## src/rtl/core/tccw_pkg.sv

```systemverilog
// Package for the text console character writer.
// Holds geometry constants, codes, item types and helper functions.
// Depends on nothing.
`timescale 1ns / 1ps

package tccw_pkg;

  localparam int COLUMNS = 40;
  localparam int ROWS    = 24;
  localparam int CELLS   = COLUMNS * ROWS;
  localparam int COL_W   = 6;
  localparam int ROW_W   = 5;
  localparam int ADDR_W  = $clog2(CELLS);
  localparam int CNT_W   = $clog2(CELLS + 1);

  localparam logic [7:0] CHAR_CR  = 8'h0d;
  localparam logic [7:0] CHAR_LF  = 8'h0a;
  localparam logic [7:0] CHAR_EOL = 8'h9b;

  localparam logic [1:0] CMD_PUT   = 2'd0;
  localparam logic [1:0] CMD_GOTO  = 2'd1;
  localparam logic [1:0] CMD_CLEAR = 2'd2;
  localparam logic [1:0] CMD_READ  = 2'd3;

  localparam logic [1:0] REG_REVERSE = 2'd0;
  localparam logic [1:0] REG_CURSOR  = 2'd1;
  localparam logic [1:0] REG_SCROLL  = 2'd2;

  typedef enum logic [2:0] {
    K_CR, K_LF, K_CHAR, K_GOTO, K_CLEAR, K_READ
  } kind_e;

  typedef enum logic [1:0] {
    ST_IDLE, ST_SWEEP, ST_READ, ST_RESP
  } state_e;

  typedef struct packed {
    logic [1:0]       command;
    logic [7:0]       char_code;
    logic [COL_W-1:0] target_col;
    logic [ROW_W-1:0] target_row;
  } in_item_t;

  typedef struct packed {
    logic [COL_W-1:0] cursor_col;
    logic [ROW_W-1:0] cursor_row;
    logic [7:0]       cell_value;
    logic             cursor_hidden;
  } out_item_t;

  // classified command between front and back
  typedef struct packed {
    kind_e            kind;
    logic [7:0]       char_code;
    logic [COL_W-1:0] col;
    logic [ROW_W-1:0] row;
    logic             in_range;
  } op_t;

  typedef struct packed {
    logic reverse_video;
    logic cursor_enable;
    logic scroll_enable;
  } cfg_t;

  function automatic logic [ADDR_W-1:0] cell_addr(logic [COL_W-1:0] col,
                                                  logic [ROW_W-1:0] row);
    logic [ADDR_W-1:0] r;
    r = ADDR_W'(row);
    return ADDR_W'(r * ADDR_W'(COLUMNS)) + ADDR_W'(col);
  endfunction

  function automatic logic [7:0] screen_code(logic [7:0] c, logic rev);
    logic [7:0] orv;
    unique case (c[6:5])
      2'd0: orv = 8'h40;
      2'd1: orv = 8'h00;
      2'd2: orv = 8'h20;
      default: orv = 8'h60;
    endcase
    return (c & 8'h9f) | orv | {rev, 7'b0};
  endfunction

endpackage

```

## src/rtl/core/tccw_front.sv

```systemverilog
// Front end: accepts commands, classifies them, queues them for the back end.
// Depends on tccw_pkg.
`timescale 1ns / 1ps

module tccw_front import tccw_pkg::*; (
  input  logic     clk_i,
  input  logic     rst_ni,
  input  logic     start_i,
  input  in_item_t cmd_i,
  input  logic     hold_i,
  output logic     busy_o,
  output logic     op_valid_o,
  output op_t      op_o,
  input  logic     op_pop_i
);

  op_t        fifo_q [2];
  logic       wr_q, wr_d, rd_q, rd_d;
  logic [1:0] cnt_q, cnt_d;
  logic       push;
  op_t        op_new;

  assign busy_o     = (cnt_q == 2'd2) || hold_i;
  assign push       = start_i && !busy_o;
  assign op_valid_o = (cnt_q != 2'd0);
  assign op_o       = fifo_q[rd_q];

  always_comb begin
    op_new.char_code = cmd_i.char_code;
    op_new.col       = cmd_i.target_col;
    op_new.row       = cmd_i.target_row;
    op_new.in_range  = (cmd_i.target_col < COL_W'(COLUMNS)) &&
                       (cmd_i.target_row < ROW_W'(ROWS));
    op_new.kind      = K_CHAR;
    unique case (cmd_i.command)
      CMD_PUT: begin
        if (cmd_i.char_code == CHAR_CR) begin
          op_new.kind = K_CR;
        end else if (cmd_i.char_code == CHAR_LF || cmd_i.char_code == CHAR_EOL) begin
          op_new.kind = K_LF;
        end else begin
          op_new.kind = K_CHAR;
        end
      end
      CMD_GOTO: begin
        op_new.kind = K_GOTO;
        if (cmd_i.target_col >= COL_W'(COLUMNS)) op_new.col = COL_W'(COLUMNS - 1);
        if (cmd_i.target_row >= ROW_W'(ROWS)) op_new.row = ROW_W'(ROWS - 1);
      end
      CMD_CLEAR: op_new.kind = K_CLEAR;
      default:   op_new.kind = K_READ;
    endcase
  end

  always_comb begin
    wr_d  = push ? ~wr_q : wr_q;
    rd_d  = op_pop_i ? ~rd_q : rd_q;
    cnt_d = cnt_q + {1'b0, push} - {1'b0, op_pop_i};
  end

  always_ff @(posedge clk_i or negedge rst_ni) begin
    if (!rst_ni) begin
      wr_q  <= 1'b0;
      rd_q  <= 1'b0;
      cnt_q <= 2'd0;
    end else begin
      wr_q  <= wr_d;
      rd_q  <= rd_d;
      cnt_q <= cnt_d;
    end
  end

  always_ff @(posedge clk_i) begin
    if (push) fifo_q[wr_q] <= op_new;
  end

endmodule

```

## config.mk

```make
export PLATFORM = sky130hd
export DESIGN_NAME = tccw_front
export DESIGN_NICKNAME = d
export VERILOG_FILES = /design/src/rtl/core/tccw_pkg.sv /design/src/rtl/core/tccw_front.sv
export SDC_FILE = /design/constraint.sdc
export NUM_CORES = 1
export LEC_CHECK = 0
export CAP_MARGIN = 20
export CORE_MARGIN = 2
export CORE_UTILIZATION = 45
export CTS_CLUSTER_SIZE = 24
export DETAILED_ROUTE_END_ITERATION = 10
export DONT_BUFFER_PORTS = 1
export GPL_ROUTABILITY_DRIVEN = 1
export GPL_TIMING_DRIVEN = 0
export HOLD_SLACK_MARGIN = 0.02
export MAX_ROUTING_LAYER = met4
export PLACE_DENSITY = 0.58
export SYNTH_ARGS = -nofsm -noshare
export SYNTH_HDL_FRONTEND = slang
export SYNTH_SLANG_ARGS = --single-unit
```

## constraint.sdc

```tcl
create_clock -name clk_i -period 4.3 [get_ports clk_i]
set_input_delay 0.43 -clock clk_i [delete_from_list [all_inputs] [get_ports clk_i]]
set_output_delay 0.43 -clock clk_i [all_outputs]
set_load 0.03 [all_outputs]
```

==> results of run 1 <==
-- timing repair --
action                    in CTS  in global routing
hold endpoints to repair       4                  0
buffers inserted               0                  0
hold buffers                   1                  0
-- registers in the layout, summed over array words and instances (netlist names) --
name	count
cnt_q	2
fifo_q	46
rd_q	1
wr_q	1
-- power by group through the flow --
stage	clock (W)	combinational (W)	sequential [W]
finish	0.000310	0.000461	0.000638
global route	0.000339	0.000489	0.000645
CTS	0.000319	0.000473	0.000639
detailed placement	0	0.000468	0.000649
floorplan	0	0.000401	0.000643
global placement	0	0.000448	0.000647
-- metrics by stage --
step	util [%]	total power (W)
after global routing	51.6	0.00147
after global placement	48.2	0.00110
after CTS	51.6	0.00143
final	51.6	0.00141
after floorplan	-	0.00104
after detailed placement	49.0	0.00112
-- cell usage in the layout, fill, tap and decap left out, drive strengths merged --
cell,instances
edfxtp,46
mux2,23
clkbuf,8
buf,5
or2,4
inv,4
dfrtp,4
nor2b,3
nand2b,3
xnor2,3
nor2,3
o21ai,2
a21boi,2
nand3,2
ha,2
nor3b,1
or3,1
or2b,1
a21oi,1
nand2,1
nor4,1
or3b,1
o21bai,1
o31ai,1
or4,1
a31o,1
o211ai,1
xor2,1
bufinv,1
clkinv,1
dlygate4sd3,1
-- synthesized netlist by cell type, drive strengths merged --
library cell | n | share of area [%]
edfxtp | 46 | 68
mux2 | 23 | 13
dfrtp | 4 | 4.9
inv | 4 | 0.74
or2 | 4 | 1.2
buf | 3 | 0.74
clkbuf | 3 | 0.55
nand2b | 3 | 0.92
nor2 | 3 | 0.55
nor2b | 3 | 0.92
xnor2 | 3 | 1.3
a21boi | 2 | 0.74
ha | 2 | 1.2
nand3 | 2 | 0.49
o21ai | 2 | 0.49
a21oi | 1 | 0.25
a31o | 1 | 0.43
nand2 | 1 | 0.18
nor3b | 1 | 0.37
nor4 | 1 | 0.31
o211ai | 1 | 0.37
o21bai | 1 | 0.37
o31ai | 1 | 0.37
or2b | 1 | 0.37
or3 | 1 | 0.31
or3b | 1 | 0.43
or4 | 1 | 0.37
xor2 | 1 | 0.43
-- worst reg2reg max path, stage by stage (launching register included) --
cell	delay (ns)
dfrtp_1	0.41
inv_1	0.08
o211ai_1	0.22
nor2_2	0.56
buf_8	0.25
-- area by class of cell --
type / instances / area share, %
Inverter: 4 / 0.668
Tap cell: 52 / 2.90
Timing Repair Buffer: 3 / 1.78
Clock inverter: 2 / 1.50
Clock buffer: 5 / 3.06
Buffer: 6 / 1.17
Sequential cell: 50 / 65.9
Multi-Input combinational cell: 60 / 23.0
-- metal layers --
metal / vias to the layer above / wire length [um] / GRT usage, %
met5: - / 0 / -
met3: 6 / 220 / 6.33
met1: 498 / 1330 / 15.1
met4: 0 / 51 / 5.03
met2: 32 / 1760 / 25.3
li1: 464 / - / -
-- path summary, 6_finish.rpt --
check	endpoint	slack [ns]	startpoint	cells after the start
min reg2reg	cnt_q[1]	0.53	cnt_q[1]	1
max	op_o[20]	2.33	rd_q	3
min	fifo_q[0][13]	0.22	cmd_i[12]	0
max in group asynchronous	cnt_q[0]	3.72	rst_ni	1
min in group asynchronous	rd_q	0.41	rst_ni	1
max reg2reg	fifo_q[1][17]	2.50	cnt_q[1]	4
-- cell families (layout without fill, tap and decap cells) --
family	Yosys count	after routing	share of synthesized area, %
adder cells (fa/ha/maj)	2	2	1.23
buffers and inverters	10	20	2.03
AO/OA/AOI/OAI	9	9	3.01
AND/OR/NAND/NOR	22	22	6.46
XOR/XNOR	4	4	1.72
multiplexers	23	23	12.7
flip-flops	50	50	72.8
==> key figures, run 1 <==
Outcome
  • Run status: finished clean

Pwr
  • Clk pwr share: 22.0%
  • Net Sw Power: 0.000483 W
  • Static leakage: 0.755 nW
  • Power share of the combinational group: 32.7%
  • Share of power burned in registers: 45.3%
  • Worst VDD drop: 0.313 mV
  • Sw Share: 34.2%
  • P_int: 0.000927 W
  • P per Cell Area: 627 nW/um2

Timing
  • Worst Max-Slew Pin Slew: 0.932 ns
  • Period utilization: 45.7%
  • Relative slew slack: 37.2%
  • Fin Setup TNS: 0 ns
  • Min Hold Slack: 0.223 ns
  • Skew final: 0.00758 ns
  • Setup slack after layout: 2.33 ns
  • Final Hold Fails: 0
  • Setup Viol. Count Final: 0
  • Minimum clock period: 1.97 ns
  • Unrepaired setup endpoints after global routing: no
  • Peak Freq: 509 MHz
  • Slew Viols, Final: 0

Cells and area
  • Share of layout cells above drive strength 1: 31.5%
  • Area growth from synthesis to layout: 10.5%
  • Layout Cells excl Fill: 182
  • Filler instances: 356
  • FF/Latch Area: 1480 um2
  • Net count, final: 158
  • Multi-input gate area: 517 um2
  • N_diodes: 0
  • Design Area, Final: 2250 um2

Place
  • Place WS: 2.44 ns
  • Placer Congestion: 0.747
  • HPWL Detailed: 2330 um
  • Inst Count DP: 174
  • IO buf count: 0
  • DP Area: 2130 um2

Floorplanning
  • Die X: 71.2 um
  • Site Rows: 24
  • I/O pin cnt: 51
  • Full die area: 5080 um2
  • Core region area: 4350 um2
  • Chip Height: 71.2 um
  • Starting Density: 46.7%

Drt
  • DRT iter0 DRCs: 36
  • Detailed-route DRC error count: 0
  • Avg WL per Cell: 18.5 um
  • Router iterations before antenna repair: 4
  • WL final: 3370 um
  • Final ANT Viol Nets: 0
  • Via count: 1000
  • Vias per cell: 5.49

Global route
  • First-pass GRT wire length: 5340 um
  • Largest net degree at the start of global routing: 15
  • Initial antenna violation count: 0
  • Tot GR Track Use: 14.8%
  • Number of global-route vias before repair: 1130
  • GRT Residual Overflow: 0

Flow run
  • Maxcap violations: 0

Clock network
  • TritonCTS Buffers: 5
  • Max Root-Sink Buffers: 2
  • Clk pin slew, worst setup/hold paths: 0.09 ns
  • CTS resizes: 0
  • # H-tree levels: 2
  • Clock sinks: 50
  • CTS tree: built
  • Root buffer cell: clkbuf_8
  • Clk_lat worst skew: 0.29 ns

Critical path
  • Critical Path Max Stage Delay: 0.46 ns
  • CP max FO: 10
  • Startpoint Class: flop
  • CP Buf/Inv Count: 2
  • Worst EP arrival: 1.54 ns
  • Critical path's top delay family: multiplexers
  • Crit-path slowest cell: mux2_2
  • Critical-path cell list: buf_2, buf_2, mux2_2
  • Critical path class: reg2out
  • CP Data Required Time: 3.87 ns
  • Cell mode on critical path: buf_2
  • Crit. End Element: primary output

Yosys
  • Synth unique cells: 28
  • Synthesized area per cell: 17.0 um2
  • Syn_nets: 148
  • Flops & latches, synth: 50
  • Yosys warnings: 0
  • Cells after synthesis: 120
  • Mapped cell area: 2030 um2
  • Register area share after synthesis: 72.8%

Worst hold path
  • Worst hold-check path type: in2reg
(Power assumes the default switching activity.)
==> run 2: changes to the inputs <==
Clock period 4.3 ns to 1.95 ns, I/O delays scaled along.
==> key figures, run 2 (synthesis results as in run 1) <==
Cells and area
  • Area growth from synthesis to layout: 14.9%
  • Net count, final: 167
  • Largest regs: fifo_q: 46 flops, cnt_q: 2 flops
  • Max FFs per register: 46
  • Share of layout cells above drive strength 1: 29.5%
  • Most common cell after layout, fill and taps aside: edfxtp_1
  • N_diodes: 0
  • Largest Register: fifo_q
  • Layout Cells excl Fill: 191
  • Filler instances: 350
  • Most frequent cells in the layout: edfxtp_1 (46), mux2_2 (23), dlygate4sd3_1 (10)

Drt
  • Detailed-route DRC error count: 0
  • Vias per cell: 5.50
  • DRT iter0 DRCs: 48
  • Via count: 1050
  • WL final: 3440 um
  • Avg WL per Cell: 18.0 um
  • Router iterations before antenna repair: 4
  • Final ANT Viol Nets: 0

Timing
  • Unrepaired setup endpoints after global routing: no
  • Skew final: 0.00712 ns
  • Worst Max-Slew Pin Slew: 0.932 ns
  • Period utilization: 92.5%
  • Setup slack after layout: 0.146 ns
  • Relative slew slack: 37.2%
  • Setup Viol. Count Final: 0
  • Final Hold Fails: 0
  • Peak Freq: 554 MHz
  • Slew Viols, Final: 0
  • Minimum clock period: 1.80 ns

Critical path
  • CP max FO: 13
  • Worst EP arrival: 1.81 ns
  • Critical path's top delay family: simple AND/OR/NAND/NOR gates
  • Crit-path slowest cell: nor2_2
  • Critical path class: reg2reg
  • Crit. End Element: flop
  • CP Buf/Inv Count: 2
  • Critical Path Max Stage Delay: 0.56 ns
  • CP Data Required Time: 1.95 ns
  • Startpoint Class: flop
  • Critical-path cell list: inv_1, o211ai_1, nor2_2, buf_8

Global route
  • GRT Residual Overflow: 0
  • Tot GR Track Use: 14.9%
  • Largest net degree at the start of global routing: 15
  • First-pass GRT wire length: 5380 um
  • Initial antenna violation count: 0
  • Number of global-route vias before repair: 1157

Floorplanning
  • Core region area: 4350 um2
  • Chip Height: 71.2 um
  • Site Rows: 24
  • Die X: 71.2 um
  • I/O pin cnt: 51
  • Full die area: 5080 um2
  • Starting Density: 46.7%

Pwr
  • Pwr Total: 0.00312 W
  • Static leakage: 0.792 nW
  • P per Cell Area: 1340 nW/um2
  • Worst VDD drop: 0.690 mV

Clock network
  • CTS Hold Buffers Added: 10
  • Clk pin slew, worst setup/hold paths: 0.08 ns
  • # H-tree levels: 2
  • Clock sinks: 50
  • Post-CTS Setup Inserts: 0
  • TritonCTS Buffers: 5
  • CTS tree: built
  • Root buffer cell: clkbuf_8
  • Clk_lat worst skew: 0.29 ns
  • Max Root-Sink Buffers: 2
  • CTS resizes: 0

Outcome
  • Run status: finished clean

Place
  • Inst Count DP: 174
  • Placer Congestion: 0.747
  • Place WS: 0.109 ns
  • IO buf count: 0
  • HPWL Detailed: 2330 um

Worst hold path
  • Worst hold-check path type: in2reg

Flow run
  • Maxcap violations: 0
==> run 2: path summary, 6_finish.rpt <==
check,to,start,cells after the start,slack (ns)
max in group asynchronous,cnt_q[0],rst_ni,1,1.61
worst max-delay path,fifo_q[1][17],cnt_q[1],4,0.15
worst max register to register,fifo_q[1][17],cnt_q[1],4,0.15
worst min register to register,cnt_q[1],cnt_q[1],1,0.53
worst min-delay path,fifo_q[0][7],cmd_i[6],1,0.09
min in group asynchronous,rd_q,rst_ni,1,0.17
==> run 2: final cells by class <==
| type | instances | area, um2 | share of cell area [%] |
|---|---|---|---|
| multi-input combinational | 60 | 517 | 22.1 |
| clock buffer | 5 | 68.8 | 2.94 |
| clock inverter | 2 | 33.8 | 1.45 |
| buffer | 6 | 26.3 | 1.12 |
| sequential | 50 | 1480 | 63.4 |
| inverter | 4 | 15.0 | 0.642 |
| tap | 52 | 65.1 | 2.78 |
| timing repair buffer | 12 | 130 | 5.57 |
==> run 2: metal layers <==
| metal | routed length (um) | GRT usage, % |
|---|---|---|
| met5 | 0 | - |
| met4 | 51 | 5.03 |
| met3 | 217 | 6.33 |
| met2 | 1810 | 26.0 |
| met1 | 1360 | 14.8 |
==> run 2: metrics by stage <==
step / utilization (%) / area, um2 / setup TNS (ns) / hold WS (ns)
5_1_grt: 53.7 / 2340 / 0 / 0.0700
3_5_place_dp: 49.0 / 2130 / 0 / -0.101
4_1_cts: 53.7 / 2340 / 0 / 0.0753
6_report: 53.7 / 2340 / 0 / 0.0914
3_3_place_gp: 48.2 / 2100 / -31.87 / -0.101
2_1_floorplan: - / 2030 / -3.55 / -0.101
==> run 2: power breakdown <==
part	total [W]	switching (W)	internal, W	leakage [nW]
Sequential	0.00141	0.0000553	0.00135	0.466
Clock	0.000683	0.000312	0.000371	0.0517
Combinational	0.00103	0.000700	0.000334	0.274
Total	0.00312	0.00107	0.00206	0.792
